==> config.mk <==
export PLATFORM = sky130hd
export DESIGN_NAME = ams_ram
export DESIGN_NICKNAME = d
export VERILOG_FILES = /design/src/rtl/ams_ram.sv
export SDC_FILE = /design/constraint.sdc
export NUM_CORES = 2
export LEC_CHECK = 0
export ABC_AREA = 1
export BUFFER_PORTS_ARGS = -buffer_cell sky130_fd_sc_hd__buf_2
export CORE_UTILIZATION = 45
export DETAILED_ROUTE_END_ITERATION = 8
export GPL_TIMING_DRIVEN = 0
export PLACE_DENSITY = 0.66
export REMOVE_ABC_BUFFERS = 1
export SLEW_MARGIN = 20
export SYNTH_ARGS = -nofsm -noshare
export SYNTH_HDL_FRONTEND = slang
export SYNTH_SLANG_ARGS = --single-unit
export TNS_END_PERCENT = 50
==> constraint.sdc <==
create_clock -name clk -period 4.3 [get_ports clk]
set_clock_uncertainty 0.2 [all_clocks]
set_input_delay 0.215 -clock clk [delete_from_list [all_inputs] [get_ports clk]]
set_output_delay 0.215 -clock clk [all_outputs]
set_load 0.02 [all_outputs]
==> src/rtl/ams_ram.sv <==
// ----------------------------------------------------------------------------
// ams_ram
// Generic simple dual-port RAM: one write port, one read port, registered read.
// ----------------------------------------------------------------------------
module ams_ram #(
  parameter int WIDTH = 16,
  parameter int DEPTH = 256
) (
  input  logic                     clk,
  input  logic                     wr_en,
  input  logic [$clog2(DEPTH)-1:0] wr_addr,
  input  logic [WIDTH-1:0]         wr_data,
  input  logic                     rd_en,
  input  logic [$clog2(DEPTH)-1:0] rd_addr,
  output logic [WIDTH-1:0]         rd_data
);

  logic [WIDTH-1:0] mem_r [DEPTH];
  logic [WIDTH-1:0] rd_data_r;

  // Write port
  always_ff @(posedge clk) begin
    if (wr_en) begin
      mem_r[wr_addr] <= wr_data;
    end
  end

  // Registered read port, holds between reads
  always_ff @(posedge clk) begin
    if (rd_en) begin
      rd_data_r <= mem_r[rd_addr];
    end
  end

  assign rd_data = rd_data_r;

endmodule

Yosys cells after proc, flatten, opt, wreduce, memory -nomap -nowiden
Memories as Yosys holds them, arrays and structs flattened. A register that Yosys moved wholly into a read port is not among the register bits.
Index checks and enable logic that the tools add are counted.
- mux-type cells: 2
- operators by type and width (cell ; count):
    1-bit two-way mux ; 2
- register bits: 0
- RAM bits: 4096
- input bits: 35
- word-level logic and storage cells: 3
- memories kept: 1
- memory list (memory ; words ; width ; rd ports ; clocked after memory_dff ; wr ports ; line ; RTL):
    mem_r ; 256 ; 16 ; 1 ; 1 ; 1 ; 18 ; logic [WIDTH-1:0] mem_r [DEPTH];

Longest topological paths before layout
- depth after elaboration: 2
- mapped depth: 15
- gate-level depth less buffers: 11

Worst setup path before layout
Ideal clock, no wire load.
- kind: input-to-reg
- from: input port wr_en
- to: memory mem_r[162][0] (enable)
- library setup time: 0.388 ns
- arrival: 1.667 ns
- data required time: 3.712 ns
- path slack: 2.045 ns
- cell stages on the path: 4
- cell sequence: clkbuf_1 > nand3_1 > clkbuf_1 > nor2_1
- longest elaborated chain between the ends: 2
- RTL lines (element ; line ; RTL):
    start: declaration ; 10 ; input logic wr_en,
    1-bit two-way mux ; 23 ; if (wr_en) begin
    1-bit two-way mux (implied by the code) ; 24 ; mem_r[wr_addr] <= wr_data;
    end: declaration ; 18 ;
No other way between the ends.

==> metrics.cfg <==
[run_status]
status = complete, but fails checks
failed_checks = negative setup slack

[worst_setup_path]
path_max_fanout = 48
r2r_start = mem_r[51][11]$_DFFE_PP_
cp.required_ns = 4.88
cp-end-kind = register
r2r-end = rd_data[11]$_DFFE_PP_
start_kind = primary input
worstPathArrival_ns = 4.92
reg2reg_slack_ns = 1.67
r2r.worst_path.cells = 10
worst-setup-path-type = primary input to register

[sta]
period_share_pct = 101
final_hold_viol_count = 0
relSlewSlack_pct = 22.8
whs_ns = 0.0771
finalMaxSlewViolations = 0
setup_viol = 4
worst_pin_slew_ns = 1.15
layout_setup_ws_ns = -0.0396
grt_setup_unrepaired = false
setup_tns_ns = -0.133
max_freq_mhz = 230
fin_crit_ns = 4.34

[floorplan]
core_area_sq_um = 366000
io_pins = 51
dieArea_sq_um = 371000
die_x_um = 609
rows = 222
die_y_um = 609
start_util_pct = 45.3

[grt]
grt_pass1_vias = 100000
grt_use_total_pct = 23.9
grt_pass1_wl_um = 664000
grt_antenna_before_repair = 14
overflow = 0
grt_max_degree = 178

[synth]
synthFlopType = edfxtp_1
synth_area_leaders = edfxtp_1, nand3_1, nand2_1
yosysSeqAreaShare_pct = 74.4
ys_seq_elements = 4112
netlist_top_cells_count = nand2_1, edfxtp_1, nand3_1
ys_warn_count = 0
synth_top_area_share_pct = 74.4
yosys.area.top_type = edfxtp_1
ys_types = 14
netlist_area_sq_um = 166000
synthCells = 13600
synth.avg_cell_area_sq_um = 12.2
yosysMostFrequentCell = nand2_1
async_flop_share_pct = 0
synth-edff-count = 4112

[cts]
ctsRootBufferMaster = clkbuf_16
clockBufferDepth = 4
clkLatencyLatePin_ns = 0.98
clock_sinks = 4112
cts.clk_slew.worst_paths_ns = 0.06
h-tree-depth = 5
cts_setup_buffers = 0
cts_tree = done
cts_inserted_buffers = 408

[routing]
ant_nets = 0
wl_per_cell_um = 24.4
drc_errors = 0
dr_wl_met3_um = 43300
routed-wl-met2_um = 214000
vias = 107000
vias_per_cell = 5.74
wl_met1_um = 177000
drt_iter0_markers = 13800
firstDrtPassIters = 6
highest_layer = met5
drt-total-wl_um = 456000

[power]
power_density_nw_per_um2 = 443
clock_power_share_pct = 40.6
combPwrFrac_pct = 6.4
power_mw = 83.4
p_leak_nw = 65.0
p_int_mw = 64.4
sequentialPowerShare_pct = 53.0
peakVddDrop_uv = 387
p_sw_mw = 19.0
swShare_pct = 22.8

[min_path]
worstHoldPathType = primary input to register
holdPathStages = 2
hp-start = wr_data[5]
holdPathEnd = mem_r[126][5]$_DFFE_PP_

[place]
place_inst = 17900
place_congestion = 0.828
hpwl_um = 247000
preCtsSetupSlack_ns = -4.01
place_area_sq_um = 174000
io_buffers = 50

[final_layout]
utilization_pct = 51.4
syn_to_final_growth_pct = 13.5
final_cells = 18700
final_cell_area_sq_um = 188000
nets = 13600
drive_gt1_share_pct = 9.16
fillers = 29900

[run]
drv_cap = 0

cell families (layout without fill, tap and decap cells):
logic type | after synthesis | in the layout | share of synthesized area (%)
and+or+nand+nor | 8529 | 8529 | 22.3
DFF | 4112 | 4112 | 74.4
buffers and inverters | 976 | 1219 | 3.21
other | 0 | 10 | 0
state kept, by name (all words and copies together), names as in the netlist:
name,flops
rd_data,16
mem_r,4096
placed cells by master, fill, tap and decap left out:
master         count
inv_6              7
nand3_1         4011
clkinv_1          99
dlygate4sd3_1     33
clkinv_16          8
nor2_4            35
bufinv_16         21
inv_1             32
buf_16           103
bufbuf_16         25
nand3_2           24
inv_8              3
nor2_1            26
clkinv_8           7
buf_6            122
clkbuf_16        421
inv_16             8
buf_8            116
inv_4              1
clkinv_4           1
buf_2             28
buf_4              1
nor2_2           222
nand2_4           24
clkbuf_1          99
inv_2              1
clkinv_2          67
nand2_2            9
edfxtp_1        4112
diode_2           10
nand2_1         4178
buf_12            14
clkinvlp_4         2
power groups by stage:
stage	Sequential [mW]	Combinational [mW]	Clock, mW
after floorplan	45.1	2.58	0
after global placement	45.3	6.45	0
after detailed placement	45.1	4.99	0
after CTS	44.2	5.22	34.0
after global routing	44.2	5.68	35.6
final	44.2	5.35	33.8
critical path, stage by stage:
cell     delay, ns
buf_16        0.17
buf_16        0.22
buf_16        0.21
buf_16        0.23
buf_16        0.20
buf_16        0.21
inv_16        0.23
buf_16        0.26
buf_16        0.27
buf_16        0.28
buf_16        0.27
nand2_1       0.07
nand3_1       0.06
nand3_1       0.08
nand3_1       0.16
nand3_1       0.21
nand3_1       0.28
nand3_2       0.28
nand2_4       0.29
nand2_1       0.09
nand2_1       0.20
what timing repair did:
action / in CTS / in global routing
setup endpoints to repair: 16 / 16
hold buffers: 33 / 0
gates resized for setup: 37 / 14
cloned: 30 / 9
pin swaps: 0 / 3
endpoints found under the hold margin: 3804 / 0
final cells by class:
type	instances	area, sq um	area share [%]
well taps	4816	6030	3.20
repair inverters	2	17.5	0.00930
flip-flops and latches	4112	123000	65.6
diodes	10	25.0	0.0133
repair buffers	451	7750	4.12
clock inverters	216	1880	0.998
clock buffers	511	10700	5.67
multi-input cells	8529	38200	20.3
inverters	39	204	0.108
layer usage:
layer / up-vias / track usage, %
li1: 48500 / -
met1: 52400 / 32.4
met2: 5426 / 37.9
met3: 952 / 4.24
met4: 2 / 10.4
met5: - / 0.0387
worst max path at each step:
stage	start	to	slack, ns	depth (start not counted)
after floorplan	rd_addr[0]	rd_data[4]$_DFFE_PP_	-6.52	11
after global placement	rd_addr[0]	rd_data[11]$_DFFE_PP_	-194.36	12
after detailed placement	rd_addr[0]	rd_data[2]$_DFFE_PP_	-4.01	21
after CTS	rd_addr[0]	rd_data[12]$_DFFE_PP_	0.002	21
after global routing	rd_addr[0]	rd_data[10]$_DFFE_PP_	0.009	21
final	rd_addr[0]	rd_data[10]$_DFFE_PP_	-0.04	21
No activity file was read; power rests on OpenSTA's default activity.
