**config.mk**
```make
export PLATFORM = sky130hd
export DESIGN_NAME = ams_accum
export DESIGN_NICKNAME = d
export VERILOG_FILES = /design/src/rtl/ams_pkg.sv /design/src/rtl/ams_accum.sv
export SDC_FILE = /design/constraint.sdc
export NUM_CORES = 1
export LEC_CHECK = 0
export ABC_CLOCK_PERIOD_IN_PS = 4350
export BUFFER_PORTS_ARGS = -buffer_cell sky130_fd_sc_hd__buf_2
export CAP_MARGIN = 40
export CORE_MARGIN = 8
export CORE_UTILIZATION = 33
export DETAILED_ROUTE_END_ITERATION = 10
export GPL_TIMING_DRIVEN = 0
export SYNTH_ARGS = -nofsm -noshare
export SYNTH_HDL_FRONTEND = slang
export SYNTH_SLANG_ARGS = --single-unit
```
**constraint.sdc**
```tcl
create_clock -name clk -period 4.35 [get_ports clk]
set_clock_uncertainty 0.1 [all_clocks]
set_input_delay 0 -clock clk [delete_from_list [all_inputs] [get_ports clk]]
set_output_delay 0 -clock clk [all_outputs]
set_load 0.005 [all_outputs]
```
**src/rtl/ams_pkg.sv**
```systemverilog
// ----------------------------------------------------------------------------
// ams_pkg
// Types and codes shared by the ADC moving-average smoother.
// ----------------------------------------------------------------------------
package ams_pkg;

  // Configuration register width (log2 of window length)
  localparam int CFG_W = 4;

  // Action codes
  localparam logic [1:0] ACT_SAMPLE = 2'd0;
  localparam logic [1:0] ACT_FLUSH  = 2'd1;
  localparam logic [1:0] ACT_LOAD   = 2'd2;

  // Input transaction
  typedef struct packed {
    logic [1:0]  action;
    logic [15:0] sample;
    logic [3:0]  request_log;
  } ams_in_t;

  // Result transaction
  typedef struct packed {
    logic [15:0] value;
    logic        value_valid;
    logic        window_ready;
    logic [15:0] requests_left;
  } ams_out_t;

  // Front stage to accumulator stage
  typedef struct packed {
    logic             is_ring;
    logic             is_flush;
    logic             deliver;
    logic [CFG_W-1:0] l_eff;
    logic [15:0]      sample;
    logic             window_ready;
    logic [15:0]      requests_left;
  } ams_s1_t;

endpackage

```
**src/rtl/ams_accum.sv**
```systemverilog
// ----------------------------------------------------------------------------
// ams_accum
// Accumulator stage: running sum update, ring write-back and the output
// register.
// ----------------------------------------------------------------------------
module ams_accum #(
  parameter int MAX_LOG_WINDOW = 8,
  parameter int SAMPLE_BITS    = 16
) (
  input  logic                      clk,
  input  logic                      rst_n,
  input  logic                      cfg_we,
  input  logic                      s1_valid,
  output logic                      s1_adv,
  input  ams_pkg::ams_s1_t          s1_data,
  input  logic [MAX_LOG_WINDOW-1:0] s1_slot,
  input  logic [SAMPLE_BITS-1:0]    rd_data,
  output logic                      wr_en,
  output logic [MAX_LOG_WINDOW-1:0] wr_addr,
  output logic [SAMPLE_BITS-1:0]    wr_data,
  output logic                      out_valid,
  input  logic                      out_stall,
  output ams_pkg::ams_out_t         out_data
);
  import ams_pkg::*;

  localparam int SUM_W = MAX_LOG_WINDOW + SAMPLE_BITS;

  logic [SUM_W-1:0]       sum_r;
  logic [SUM_W-1:0]       sum_nxt;
  logic                   out_valid_r;
  ams_out_t               out_r;
  ams_out_t               out_nxt;
  logic [SAMPLE_BITS-1:0] old_smp;
  logic [SAMPLE_BITS-1:0] new_smp;
  logic [SAMPLE_BITS-1:0] avg;

  // Advance when the output register is empty or being drained
  assign s1_adv = s1_valid & (~out_valid_r | ~out_stall);

  // Oldest sample leaves, new one enters. Slots fill in order from zero
  // after a flush, so the slot only holds a sample once the window has
  // wrapped; before that it reads as zero.
  assign new_smp = s1_data.sample[SAMPLE_BITS-1:0];
  assign old_smp = s1_data.window_ready ? rd_data : '0;
  assign sum_nxt = sum_r - SUM_W'(old_smp) + SUM_W'(new_smp);
  assign avg     = SAMPLE_BITS'(sum_nxt >> s1_data.l_eff);

  // Result transaction
  always_comb begin
    out_nxt               = '0;
    out_nxt.value_valid   = s1_data.deliver;
    out_nxt.window_ready  = s1_data.window_ready;
    out_nxt.requests_left = s1_data.requests_left;
    if (s1_data.deliver) begin
      out_nxt.value = s1_data.is_ring ? 16'(avg) : s1_data.sample;
    end
  end

  // Ring write-back
  assign wr_en   = s1_adv & s1_data.is_ring;
  assign wr_addr = s1_slot;
  assign wr_data = new_smp;

  // Sum, output valid
  always_ff @(posedge clk) begin
    if (!rst_n) begin
      sum_r       <= '0;
      out_valid_r <= 1'b0;
    end else begin
      if (cfg_we || (s1_adv && s1_data.is_flush)) begin
        sum_r <= '0;
      end else if (wr_en) begin
        sum_r <= sum_nxt;
      end
      if (s1_adv) begin
        out_valid_r <= 1'b1;
      end else if (!out_stall) begin
        out_valid_r <= 1'b0;
      end
    end
  end

  // Output payload
  always_ff @(posedge clk) begin
    if (s1_adv) begin
      out_r <= out_nxt;
    end
  end

  assign out_valid = out_valid_r;
  assign out_data  = out_r;

endmodule

```
Word level (Yosys, flattened, before mapping)
Cells that the tools add are included.
- bits in registers: 59
- bits in latches: 0
- memory bits (writable): 0
- bits in read-only memories: 0
- input port bits: 69
- output and inout bits: 61
- word-level logic and storage cells: 23
- memories: 0
- add/sub/neg operators: 2
- multiply operators: 0
- div/mod/pow operators: 0
- order comparisons: 0
- eq/ne operators: 1
- shift-type cells: 1
- muxes and demuxes: 4
- bitwise operators: 6
- reductions and logical operators: 3
- operators with widths (cell ; count):
    $mux W16 ; 2
    $add A24 B16 Y24 ; 1
    $shr A24 B4 Y16 ; 1
    $sub A24 B16 Y24 ; 1
    $not A1 Y1 ; 3
    $and A1 B1 Y1 ; 2
    $mux W1 ; 2
    $ne A2 B2 Y1 const B ; 1
    $reduce_or A2 Y1 ; 1
    $logic_and A1 B1 Y1 ; 1
    $logic_or A1 B1 Y1 ; 1
    $or A1 B1 Y1 ; 1

Longest topological paths before layout
- depth after elaboration: 6
- gate-level depth with buffers: 15
- gate-level depth less buffers: 14

Worst setup path after synthesis
OpenSTA, ideal clock, no wires.
- path type: register -> register
- start: register out_valid_r, in the netlist out_valid
- end: register sum_r[16]
- setup time: 0.070 ns
- arrival: 4.181 ns
- required time: 4.180 ns
- slack: -0.001 ns
- cell stages (with the launch flop): 7
- path buffers: 1
- clock period less this slack: 4.351 ns
- cells stage by stage: dfxtp_1 -> a21boi_0 -> nand2_1 -> clkinv_1 -> clkbuf_1 -> nand2_1 -> a21oi_1
- elaborated cells on any way between the ends: 7
- those cells by class: bitwise: 4; reduce/logical: 3
- RTL lines (item ; line ; RTL):
    start, declared ; ams_accum.sv:31 ; logic out_valid_r;
    start signal, assigned ; ams_accum.sv:69 ; out_valid_r <= 1'b0;
    start signal, assigned ; ams_accum.sv:77 ; out_valid_r <= 1'b1;
    start signal, assigned ; ams_accum.sv:79 ; out_valid_r <= 1'b0;
    $not A1 Y1 ; ams_accum.sv:39 ; assign s1_adv = s1_valid & (~out_valid_r | ~out_stall);
    $or A1 B1 Y1 ; ams_accum.sv:39 ;
    $and A1 B1 Y1 ; ams_accum.sv:39 ;
    via s1_adv ; ams_accum.sv:14 ; output logic s1_adv,
    $and A1 B1 Y1 ; ams_accum.sv:61 ; assign wr_en = s1_adv & s1_data.is_ring;
    via wr_en ; ams_accum.sv:18 ; output logic wr_en,
    end signal, assigned ; ams_accum.sv:74 ; sum_r <= sum_nxt;
    end, declared ; ams_accum.sv:29 ; logic [SUM_W-1:0] sum_r;
The timed path passes the listed nets, and every way through them passes these cells.
A chain may end at the register's enable or synchronous reset.

Final worst setup path
- start: register sum_r[1]
- end: register out_r, in the netlist out_data[18], data pin
- word-level cells in the longest chain between the ends: 4
- RTL lines (item ; line ; RTL):
    $sub A24 B16 Y24 ; ams_accum.sv:46 ; assign sum_nxt = sum_r - SUM_W'(old_smp) + SUM_W'(new_smp);
    $add A24 B16 Y24 ; ams_accum.sv:46 ;
    $shr A24 B4 Y16 ; ams_accum.sv:47 ; assign avg = SAMPLE_BITS'(sum_nxt >> s1_data.l_eff);
    $mux W16 ; ams_accum.sv:56 ; out_nxt.value = s1_data.is_ring ? 16'(avg) : s1_data.sample;
    end signal, assigned ; ams_accum.sv:87 ; out_r <= out_nxt;
    end, declared ; ams_accum.sv:32 ; ams_out_t out_r;
No other way between the ends.

==> run summary <==
status - finished clean
post-synthesis sequential area ratio - 26.6%
reg2reg start - sum_r[1]
gp weighted congestion - 0.897
H-Tree Depth - 3
FFs w/ async S/R, synth - 0%
R2R Path End - out_data[18]
# port buffers - 117
syn_area_per_cell - 8.20 sq um
Peak VDD IR - 277 uV
PnR worst setup slack - 0.158 ns
area grow syn2layout - 26.9%
Initial DRC Count - 449
num ports - 130
Core Util, Final - 42.4%
Hold WC Path Type - input port to register
Fillers - 1753
die width - 148 um
grt ovf - 0
CP max stage delay - 0.53 ns
Synth Flop Type - edfxtp_1
Root Driver - clkbuf_16
pre-CTS setup slack - -0.286 ns
gr usage total - 17.7%
Ys Warns - 0
WL/cell - 18.1 um
Worst Path Arrival - 4.18 ns
post-route ant nets - 0
vias in the first global route - 5705
Hold Crit Start - s1_data[30]
clock latency on the worst-skew pair - 0.34 ns
clk sinks - 59
crit path launch type - register
Worst EP required - 4.34 ns
via density per instance - 5.39
clock buffer depth - 2
first-pass GRT wire length - 30700 um
cells after synthesis - 697
Syn Std Cell Area - 0.00572 sq mm
vias - 5833
Worst path slowest cell - xnor2_1
EDFF count, synth - 34
full die area - 0.0218 sq mm
CORE AREA - 0.0171 sq mm
1st-pass router iterations - 5
final WL - 19600 um
Leak - 3.16 nW
slew margin rel. - 58.7%
Worst R2R Setup Slack - 0.16 ns
critical path fanouts, max - 5
largest net degree at the start of global routing - 29
share of cells above drive strength 1 - 24.1%
Top delay family on crit path - compound AO/OA/AOI/OAI gates
RSZ-0062 raised after global routing - false
CTS tree - yes
Slew Limit Fails - 0
DPL Wire Length - 15700 um
hold path depth - 3
clock-pin transition on the worst setup and hold timing paths - 0.06 ns
Hold Vio Cnt, Final - 0
buffers plus inverters on the worst setup path - 2
Worst Hold End - out_data[31]
leading cell type in the layout, fill and taps excluded - buf_2
Final period util - 96.4%
initial antenna violation count - 0
PD cells - 365 mW/mm^2
Tightest Pin Transition - 0.619 ns
FF+latch count, synth - 59
Synth Net Count - 806
n_diodes - 0
setup violators final - 0
Critical Path Sink Type - register
CP Class - register to register
crit path time final - 4.19 ns
FMAX - 0.239 GHz
Final #Nets - 962
die height - 148 um
most frequent cells in the layout - 124 x buf_2, 75 x inv_1, 67 x nand2_1
CTS Buf Count - 9
row count - 48
DRC viols - 0
Max-Cap Viols - 0
reg2reg path depth - 13
crit-path cells - inv_1 -> fa_1 -> inv_1 -> fa_1 -> a21o_1 -> a221oi_1 -> o21ai_0 -> xnor2_1 -> mux4_2 -> nor2_1 -> a21oi_1 -> nand3_1 -> o2111a_1
Netlist cell types - 75
Initial Utilization - 33.4%
-- routing by layer --
layer	vias up	GRT usage, %	wire length, um
met3	31	3.58	1470
li1	2790	-	-
met4	0	7.60	628
met1	2747	22.8	8620
met2	265	28.4	8920
met5	-	0	0
-- cell families (layout without fill, tap and decap cells) --
group / Yosys count / count (layout) / synth area share, %
DFF: 59 / 59 / 26.6
and+or+nand+nor: 207 / 207 / 17.1
xor gates and xnor gates: 19 / 19 / 3.17
AOI/OAI and AO/OA: 202 / 202 / 25.0
adders and majority gates: 40 / 40 / 10.9
muxes: 27 / 27 / 6.10
buffers and inverters: 143 / 304 / 11.2
-- state kept, by name (all words and copies together) (netlist names) --
register,cells
out_data,34
out_valid,1
sum_r,24
-- worst max-delay path by stage --
stage	startpoint	endpoint	slack [ns]	cells past startpoint
6_report	sum_r[1]	out_data[18]	0.16	13
5_1_grt	s1_data[29]	out_data[28]	0.001	15
4_1_cts	s1_data[16]	out_data[28]	0.07	16
3_5_place_dp	s1_data[16]	out_data[28]	-0.29	16
3_3_place_gp	s1_data[16]	out_data[28]	-0.26	16
2_1_floorplan	sum_r[1]	out_data[20]	0.59	13
-- layout make-up --
type	count	area [sq um]	area share, %
Sequential cell	59	1520	21.0
Multi-Input combinational cell	495	3610	49.8
Tap cell	225	282	3.88
Clock buffer	9	225	3.10
Timing Repair Buffer	146	881	12.1
Inverter	79	297	4.09
Buffer	63	339	4.67
Clock inverter	7	100	1.38
-- what timing repair did --
action | 4_1_cts | 5_1_grt
gates resized for setup | 0 | 10
hold endpoints to repair | 33 | 0
hold buffers | 27 | 0
endpoints found under the setup margin | 0 | 9
setup buffers | 0 | 0
-- through the flow --
step | hold WS (ns) | cells | setup TNS, ns | instance area [sq um] | power (mW)
finish | 0.0184 | 1083 | 0 | 7260 | 2.65
global placement | 0.0701 | 1039 | -1.44 | 6590 | 1.81
global route | 0.0319 | 1083 | 0 | 7260 | 2.80
detailed placement | 0.0703 | 1040 | -1.57 | 6620 | 1.82
floorplan | -0.0192 | 697 | 0 | 5720 | 1.48
CTS | 0.0211 | 1083 | 0 | 7210 | 2.63
-- cell usage after synthesis (14+ instances only) --
library cell  instances  area, sq um
inv_1                75          282
nand2_1              67          251
nor2_1               63          236
a21oi_1              51          255
edfxtp_1             34         1020
clkbuf_1             28          105
o21ai_0              28          140
buf_4                25          188
dfxtp_1              25          500
ha_1                 24          300
and2_1               19          119
a211oi_1             17          128
fa_1                 16          320
nand3_1              16         80.1
mux2i_1              14          140
-- power by group --
| group | internal [mW] | total, mW | switching [mW] |
|---|---|---|---|
| Clock | 0.505 | 0.778 | 0.273 |
| Sequential | 0.630 | 0.640 | 0.0104 |
| Combinational | 0.472 | 1.23 | 0.762 |
-- worst register-to-register path, stage by stage (launching register included) --
cell and delay [ns]:
dfxtp_1 0.33, inv_1 0.06, fa_1 0.49, inv_1 0.07
fa_1 0.46, a21o_1 0.21, a221oi_1 0.52, o21ai_0 0.22
xnor2_1 0.53, mux4_2 0.40, nor2_1 0.05, a21oi_1 0.25
nand3_1 0.12, o2111a_1 0.15
(Power assumes the default switching activity.)
