### config.mk
export PLATFORM = sky130hd
export DESIGN_NAME = ams_front
export DESIGN_NICKNAME = d
export VERILOG_FILES = /design/src/rtl/ams_pkg.sv /design/src/rtl/ams_front.sv
export SDC_FILE = /design/constraint.sdc
export NUM_CORES = 1
export LEC_CHECK = 0
export BUFFER_PORTS_ARGS = -buffer_cell sky130_fd_sc_hd__buf_4
export CELL_PAD_IN_SITES_DETAIL_PLACEMENT = 2
export CELL_PAD_IN_SITES_GLOBAL_PLACEMENT = 2
export CORE_ASPECT_RATIO = 0.5
export CORE_MARGIN = 5
export CORE_UTILIZATION = 25
export CTS_CLUSTER_SIZE = 40
export DETAILED_ROUTE_END_ITERATION = 16
export GPL_TIMING_DRIVEN = 0
export PLACE_DENSITY = 0.65
export SETUP_SLACK_MARGIN = 0.1
export SLEW_MARGIN = 0
export SYNTH_ARGS = -nofsm -noshare
export SYNTH_HDL_FRONTEND = slang
export SYNTH_SLANG_ARGS = --single-unit
### constraint.sdc
create_clock -name clk -period 4.34 [get_ports clk]
set_clock_uncertainty 0.1 [all_clocks]
set_input_delay 0 -clock clk [delete_from_list [all_inputs] [get_ports clk]]
set_output_delay 0 -clock clk [all_outputs]
set_load 0.01 [all_outputs]
### src/rtl/ams_pkg.sv
// ----------------------------------------------------------------------------
// ams_pkg
// Types and codes shared by the ADC moving-average smoother.
// ----------------------------------------------------------------------------
package ams_pkg;

  // Configuration register width (log2 of window length)
  localparam int CFG_W = 4;

  // Action codes
  localparam logic [1:0] ACT_SAMPLE = 2'd0;
  localparam logic [1:0] ACT_FLUSH  = 2'd1;
  localparam logic [1:0] ACT_LOAD   = 2'd2;

  // Input transaction
  typedef struct packed {
    logic [1:0]  action;
    logic [15:0] sample;
    logic [3:0]  request_log;
  } ams_in_t;

  // Result transaction
  typedef struct packed {
    logic [15:0] value;
    logic        value_valid;
    logic        window_ready;
    logic [15:0] requests_left;
  } ams_out_t;

  // Front stage to accumulator stage
  typedef struct packed {
    logic             is_ring;
    logic             is_flush;
    logic             deliver;
    logic [CFG_W-1:0] l_eff;
    logic [15:0]      sample;
    logic             window_ready;
    logic [15:0]      requests_left;
  } ams_s1_t;

endpackage

### src/rtl/ams_front.sv
// ----------------------------------------------------------------------------
// ams_front
// Input stage: window length register, write index, window-ready flag and
// request count. Issues the ring read for each sample transaction unless the window log is zero.
// ----------------------------------------------------------------------------
module ams_front #(
  parameter int MAX_LOG_WINDOW = 8,
  parameter int SAMPLE_BITS    = 16
) (
  input  logic                         clk,
  input  logic                         rst_n,
  input  logic                         in_valid,
  output logic                         in_stall,
  input  ams_pkg::ams_in_t             in_data,
  input  logic                         cfg_we,
  input  logic [ams_pkg::CFG_W-1:0]    cfg_wdata,
  output logic                         s1_valid,
  input  logic                         s1_adv,
  output ams_pkg::ams_s1_t             s1_data,
  output logic [MAX_LOG_WINDOW-1:0]    s1_slot,
  output logic                         rd_en,
  output logic [MAX_LOG_WINDOW-1:0]    rd_addr
);
  import ams_pkg::*;

  localparam int               IDX_W = MAX_LOG_WINDOW + 1;
  localparam logic [CFG_W-1:0] MAX_L = CFG_W'(MAX_LOG_WINDOW);

  logic [CFG_W-1:0]          log_r;
  logic [IDX_W-1:0]          index_r;
  logic [IDX_W-1:0]          index_nxt;
  logic                      filled_r;
  logic                      filled_nxt;
  logic [15:0]               pending_r;
  logic [15:0]               pending_nxt;
  logic                      s1_valid_r;
  ams_s1_t                   s1_r;
  ams_s1_t                   s1_nxt;
  logic [MAX_LOG_WINDOW-1:0] slot_r;

  logic                      accept;
  logic [CFG_W-1:0]          l_eff;
  logic [IDX_W-1:0]          win_len;
  logic                      is_smp;
  logic                      ring_op;
  logic                      wrap;
  logic [IDX_W-1:0]          idx_now;
  logic                      filled_now;
  logic [MAX_LOG_WINDOW-1:0] slot;
  logic                      deliver;
  logic [15:0]               smp_masked;

  // Handshake: hold off only while the stage ahead cannot move
  assign in_stall = s1_valid_r & ~s1_adv;
  assign accept   = in_valid & ~in_stall;

  // Window length, clamped to the ring size
  assign l_eff   = (log_r > MAX_L) ? MAX_L : log_r;
  assign win_len = IDX_W'(1) << l_eff;

  // Ring slot selection with wrap at the window length
  assign is_smp     = (in_data.action == ACT_SAMPLE);
  assign ring_op    = is_smp & (l_eff != '0);
  assign wrap       = ring_op & (index_r >= win_len);
  assign idx_now    = wrap ? '0 : index_r;
  assign filled_now = filled_r | wrap;
  assign slot       = idx_now[MAX_LOG_WINDOW-1:0];
  assign deliver    = is_smp & ((l_eff == '0) | filled_now);
  assign smp_masked = 16'(in_data.sample[SAMPLE_BITS-1:0]);

  // Next state per action
  always_comb begin
    index_nxt   = index_r;
    filled_nxt  = filled_r;
    pending_nxt = pending_r;
    case (in_data.action)
      ACT_SAMPLE: begin
        if (ring_op) begin
          index_nxt  = idx_now + IDX_W'(1);
          filled_nxt = filled_now;
        end
        if (deliver && (pending_r != '0)) begin
          pending_nxt = pending_r - 16'd1;
        end
      end
      ACT_FLUSH: begin
        index_nxt  = '0;
        filled_nxt = 1'b0;
      end
      ACT_LOAD: begin
        pending_nxt = 16'd1 << in_data.request_log;
      end
      default: begin
      end
    endcase
  end

  // Transaction record for the accumulator stage
  always_comb begin
    s1_nxt               = '0;
    s1_nxt.is_ring       = ring_op;
    s1_nxt.is_flush      = (in_data.action == ACT_FLUSH);
    s1_nxt.deliver       = deliver;
    s1_nxt.l_eff         = l_eff;
    s1_nxt.sample        = smp_masked;
    s1_nxt.window_ready  = filled_nxt;
    s1_nxt.requests_left = pending_nxt;
  end

  // Control state
  always_ff @(posedge clk) begin
    if (!rst_n) begin
      log_r      <= '0;
      index_r    <= '0;
      filled_r   <= 1'b0;
      pending_r  <= '0;
      s1_valid_r <= 1'b0;
    end else begin
      if (cfg_we) begin
        log_r    <= cfg_wdata;
        index_r  <= '0;
        filled_r <= 1'b0;
      end else if (accept) begin
        index_r   <= index_nxt;
        filled_r  <= filled_nxt;
        pending_r <= pending_nxt;
      end
      if (accept) begin
        s1_valid_r <= 1'b1;
      end else if (s1_adv) begin
        s1_valid_r <= 1'b0;
      end
    end
  end

  // Stage payload
  always_ff @(posedge clk) begin
    if (accept) begin
      s1_r   <= s1_nxt;
      slot_r <= slot;
    end
  end

  assign s1_valid = s1_valid_r;
  assign s1_data  = s1_r;
  assign s1_slot  = slot_r;
  assign rd_en    = accept & ring_op;
  assign rd_addr  = slot;

endmodule

# Yosys cells after proc, flatten, opt, wreduce, memory -nomap -nowiden
# Cells that the tools add are included.
[op_classes]
add_sub_neg = 2
mul = 0
div = 0
n_lt_le_gt_ge = 2
eq_ne = 3
shifts = 2
muxes = 10
n_bitwise = 12
n_reduce_logical = 10
[ops]
columns = ["cell", "count"]
rows = [
  ["16-bit case mux with 2 select lines", 1],
  ["9-bit two-way mux", 2],
  ["9-bit case mux with 2 select lines", 1],
  ["16-bit two-way mux", 1],
  ["16-bit nonzero test", 1],
  ["1-bit by 4-bit left shift with 16-bit output (first input constant)", 1],
  ["16-bit by 1-bit subtractor with 16-bit output (second input constant)", 1],
  ["9-bit by 1-bit adder with 9-bit output (second input constant)", 1],
  ["9-bit greater-or-equal comparator", 1],
  ["1-bit by 4-bit left shift with 9-bit output (first input constant)", 1],
  ["1-bit AND", 6],
  ["4-bit greater-than comparator (second input constant)", 1],
  ["4-bit logical NOT", 1],
  ["4-bit two-way mux", 1],
  ["1-bit NOT", 4],
  ["2-bit nonzero test", 2],
  ["4-bit nonzero test", 1],
  ["1-bit two-way mux", 3],
  ["3-bit AND reduction", 1],
  ["2-bit by 1-bit == test with 1-bit output (second input constant)", 1],
  ["2-bit == test (second input constant)", 1],
  ["2-bit logical NOT", 1],
  ["2-bit by 1-bit inequality test with 1-bit output (second input constant)", 1],
  ["1-bit bitwise OR", 2],
  ["4 further kinds", 4],
]
[word_totals]
regBits = 79
latch_bits = 0
ram_bits = 0
mem_bits_ro = 0
inputBits = 31
n_memories = 0

# Longest topological paths before layout
[logic_depth]
ltp_word = 11
mapped_depth = 16

# Worst setup path before layout
# Ideal clock, no wire load.
[synth_path]
path_type = "register to register"
from = "register log_r[3]"
to = "register index_r[8]"
t_arrival_ns = 2.971
t_required_ns = 4.149
setup_slack_ns = 1.178
path_stages_with_launch = 15
n_path_buf = 0
synth_period_minus_slack_ns = 3.162
path_cell_list = "dfxtp_1 > inv_1 > nand2_1 > or3_1 > ha_1 > a21o_1 > a31oi_1 > o21ai_0 > a21o_1 > nor2_1 > ha_1 > and3_1 > and3_1 > a41oi_1 > a311oi_1"
[synth_between]
elab_chain_len = 9
word_cells_on_any_way = 13
cone_classes = "add/sub: 1; order compare: 2; eq/ne: 1; shift: 1; mux: 4; bitwise: 2; reduce/logical: 2"
[synth_lines]
columns = ["element", "line", "rtl"]
rows = [
  ["start: declaration", "ams_front.sv:29", "logic [CFG_W-1:0] log_r;"],
  ["start signal: assignment", "ams_front.sv:120", "log_r <= cfg_wdata;"],
  ["4-bit greater-than comparator", "ams_front.sv:58", "assign l_eff = (log_r > MAX_L) ? MAX_L : log_r;"],
  ["4-bit two-way mux (*)", "ams_front.sv:58", ""],
  ["1-bit by 4-bit left shift with 9-bit output or 4-bit nonzero test (tied branches)", "ams_front.sv:59, ams_front.sv:63", ""],
  ["9-bit greater-or-equal comparator or 1-bit AND (tied branches)", "ams_front.sv:64, ams_front.sv:63", ""],
  ["1-bit AND (*)", "ams_front.sv:64", "assign wrap = ring_op & (index_r >= win_len);"],
  ["9-bit two-way mux (*)", "ams_front.sv:65", "assign idx_now = wrap ? '0 : index_r;"],
  ["via rd_addr[0]", "ams_front.sv:22", "output logic [MAX_LOG_WINDOW-1:0] rd_addr"],
  ["9-bit by 1-bit adder with 9-bit output (*)", "ams_front.sv:79", "index_nxt = idx_now + IDX_W'(1);"],
  ["9-bit two-way mux (*)", "ams_front.sv:78", "if (ring_op) begin"],
  ["9-bit case mux with 2 select lines (*)", "ams_front.sv:76", "case (in_data.action)"],
  ["end signal: assignment", "ams_front.sv:124", "index_r <= index_nxt;"],
  ["end: declaration", "ams_front.sv:30", "logic [IDX_W-1:0] index_r;"],
]
# The timed path passes the listed nets; every way through them passes the cells marked *. The select of a mux whose other input is x is not followed.
# A chain may end at the register's enable or synchronous reset.

# Final worst setup path
[layout_path]
from = "register pending_r[1]"
to = "register s1_r, in the netlist s1_data[4] (data pin)"
[layout_between]
elab_chain_len = 4
word_cells_on_any_way = 5
cone_classes = "add/sub: 1; mux: 2; reduce/logical: 2"
[layout_lines]
columns = ["element", "line", "rtl"]
rows = [
  ["start: declaration", "ams_front.sv:34", "logic [15:0] pending_r;"],
  ["start signal: assignment", "ams_front.sv:126", "pending_r <= pending_nxt;"],
  ["branches (longest 2 deep; another with 16-bit by 1-bit subtractor with 16-bit output)", "-", ""],
  ["16-bit two-way mux (*)", "ams_front.sv:82", "if (deliver && (pending_r != '0)) begin"],
  ["16-bit case mux with 2 select lines (*)", "ams_front.sv:76", ""],
  ["via pending_nxt[4]", "ams_front.sv:35", "logic [15:0] pending_nxt;"],
  ["end signal: assignment", "ams_front.sv:139", "s1_r <= s1_nxt;"],
  ["end: declaration", "ams_front.sv:37", "ams_s1_t s1_r;"],
]
# Mark *: on every way through the listed nets, which the timed path passes.

==> key figures <==
Run status
  • Status: completed

Clock network
  • Skew-Pair Late Insertion Delay: 350 ps
  • CTS Buffer Depth: 2
  • Worst-path clk slew: 60 ps
  • H-tree depth: 3
  • Root buf cell: clkbuf_16
  • CTS Sinks: 79
  • Total CTS buffers: 9
  • Post-cts resize count: 0
  • CTS tree: yes

GRT
  • Vias in the first global route: 4093
  • GRT Residual Overflow: 0
  • First-pass GRT wire length: 23600 microns
  • Pin count of the biggest net entering global routing: 34
  • Antenna violations before repair: 0
  • Gr usage total: 0.157

Pwr
  • Worst-case vdd ir drop: 179 uV
  • Int Power: 1.52 mW
  • Seq pwr share: 0.417
  • Clock power frac: 0.441
  • Logic pwr share: 0.143
  • Sw Share: 0.256
  • Net Sw Power: 523 uW
  • Power per cell area: 366 nW/um^2
  • Leakage: 2.11 nW

Worst setup path
  • Worst EP arrival: 3710 ps
  • Worst R2R Setup Slack: a little under 600 ps
  • CP Class: reg -> reg
  • Max FO, Critical Path: 10
  • Critical path's top delay family: simple AND/OR/NAND/NOR gates
  • Crit end category: register
  • Worst setup SP type: register
  • Worst path required time: between 4000 and 5000 ps
  • Critical Path Max Stage Delay: 830 ps
  • CP Cell Sequence: inv_1 > ha_1 > nor3b_1 > nand4b_1 > nor3_4 > nor2_1 > a221oi_1 > a41oi_1
  • Worst Path Buf+Inv: 1
  • CP max stage cell: nor3b_1

Floorplan
  • Core area: around 16000 sq um
  • Die Span X: 190 microns
  • Rows: 32
  • Die Ht: 100 microns
  • Ports: 90
  • Die footprint: 19000 sq um
  • Initial Utilization: 0.259

Final layout
  • Layout area overhead: 37.8%
  • Multi-input combinational cell area: about 1800 sq um
  • Final nets: 559
  • Final Core Density: 0.356
  • FILL cells: ~1700
  • # diodes: 0
  • Register area: 2060 sq um
  • Commonest non-fill, non-tap cell in the layout: buf_4
  • Most frequent cells in the layout: 87 x buf_4, 48 x edfxtp_1, 38 x nand2_1, 32 x nor2_1, 31 x dfxtp_1
  • Share of cells above drive strength 1: 0.232

Flow run
  • Max cap viols: 0

Timing
  • Final period util: 0.862
  • Unrepaired setup endpoints after global routing: no
  • Hold Fails Final Rpt: 0
  • Fin. max-slew vios: 0
  • Total Neg Setup Slack: 0 ps
  • Worst Tran Pin Value: 1100 ps
  • Fmax achieved: about 0.27 GHz
  • Slew headroom: 0.268
  • Hold WS: around 2.5 ps
  • Final worst path period need: 3740 ps
  • Final setup viols: 0

Routing
  • Routed WL per cell: 19.8 microns
  • Vias per cell: 5.15
  • Total number of vias: 3828
  • TritonRoute pass-1 iters: 5
  • Total Routed Length: 14700 microns
  • Drt drc: 0
  • Final ANT Viol Nets: 0
  • Initial drt markers: 213

Logic synthesis
  • Main synth FF type: edfxtp_1
  • Adder-cell share of the synthesized area: 0.0340
  • Post-synthesis sequential area ratio: 0.509
  • Ys Warns: 0
  • Synth Area in Compound Gates: 0.199
  • Multiplexer share of the synthesized area: 0.0198
  • Simple-Gate Fraction of Synth Area: 0.202
  • Post-Syn Nets: about 440
  • Mapped Area: 4050 sq um
  • Number of library cell types mapped by synthesis: ~60
  • EDFF count, synth: 48
  • Register bit count reported by yosys: 79
  • Largest family of logic cells by synthesized area: simple AND/OR/NAND/NOR gates
  • Async SR Flop Fraction: 0
  • Syn avg cell area: between 10 and 15 sq um
  • Syn Inst Count: 395
  • Synth Area in XOR/XNOR: 0

Place
  • Detailed Place HPWL: 10200 microns
  • RePlAce Congestion: roughly 0.81
  • Port bufs: 87

Min path
  • Worst min-delay path class: in -> reg
registers in the layout (all words and copies together) (netlist names):
signal	count
filled_r	1
index_r	9
log_r	4
pending_r	16
s1_data	40
s1_slot	8
s1_valid	1
Yosys cell counts, types with 8 or more instances:
cell | n | area [sq um]
a21oi_1 | 14 | 70.1
nand2b_1 | 12 | 75.1
nor2_1 | 32 | 120
nand3_1 | 14 | 70.1
mux2i_1 | 8 | 80.1
edfxtp_1 | 48 | 1440
dfxtp_1 | 31 | 621
inv_1 | 14 | 52.6
o211ai_1 | 9 | 67.6
a22oi_1 | 8 | 60.1
clkbuf_1 | 18 | 67.6
ha_1 | 11 | 138
o21ai_0 | 11 | 55.1
nand2_1 | 38 | 143
tightest hold or removal path: stages:
cell      delay [ps]
buf_4            130
a32oi_1          100
o311ai_0         100
metrics by stage:
stage	total power, mW	std cells	area [sq um]	worst slack [ps]
after global placement	1.13	703	4980	572
after global routing	2.12	743	5580	336
after detailed placement	1.14	704	5000	724
after floorplan	1.01	395	4050	1180
after CTS	2.06	743	5570	653
final	2.04	743	5580	597
cells by family after synthesis:
kind of cell    after synthesis
fa+ha+maj                    11
mux                           8
compound gates              107
simple gates                152
flops                        79
buf+inv                      38
layout make-up:
class / instances / share of cell area
Tap cell: 221 / 0.0496
Sequential cell: 79 / 0.370
Inverter: 15 / 0.0101
Clock buffer: 9 / 0.0404
Timing Repair Buffer: 111 / 0.162
Multi-Input combinational cell: 278 / 0.331
Clock inverter: 7 / 0.0215
Buffer: 23 / 0.0159
layer usage:
| layer | track usage | share of wire |
|---|---|---|
| met1 | 0.203 | 0.46 |
| met2 | 0.277 | 0.50 |
| met3 | 0.0351 | 0.035 |
| met4 | 0.0267 | 0.0056 |
| met5 | 0 | 0 |
worst paths after layout:
check	from	to	cells past startpoint
max	pending_r[1]$_SDFFE_PN0P_	s1_data[4]$_DFFE_PP_	8
min	in_data[1]	s1_data[15]$_DFFE_PP_	3
max reg2reg	pending_r[1]$_SDFFE_PN0P_	s1_data[4]$_DFFE_PP_	8
min reg2reg	filled_r$_SDFFE_PP0P_	filled_r$_SDFFE_PP0P_	2
power groups by stage:
| stage | Clock [mW] | Sequential [mW] | Combinational, mW |
|---|---|---|---|
| global placement | 0 | 0.867 | 0.267 |
| global route | 0.949 | 0.854 | 0.318 |
| detailed placement | 0 | 0.867 | 0.275 |
| CTS | 0.919 | 0.851 | 0.294 |
| finish | 0.899 | 0.850 | 0.291 |
| floorplan | 0 | 0.881 | 0.128 |
repair_timing:
| item | CTS | global route |
|---|---|---|
| setup buffers | 0 | 0 |
| hold buffers | 23 | 0 |
| hold endpoints to repair | 22 | 0 |
| setup endpoints to repair | 0 | 0 |
Power figures use the tool's default switching activity.
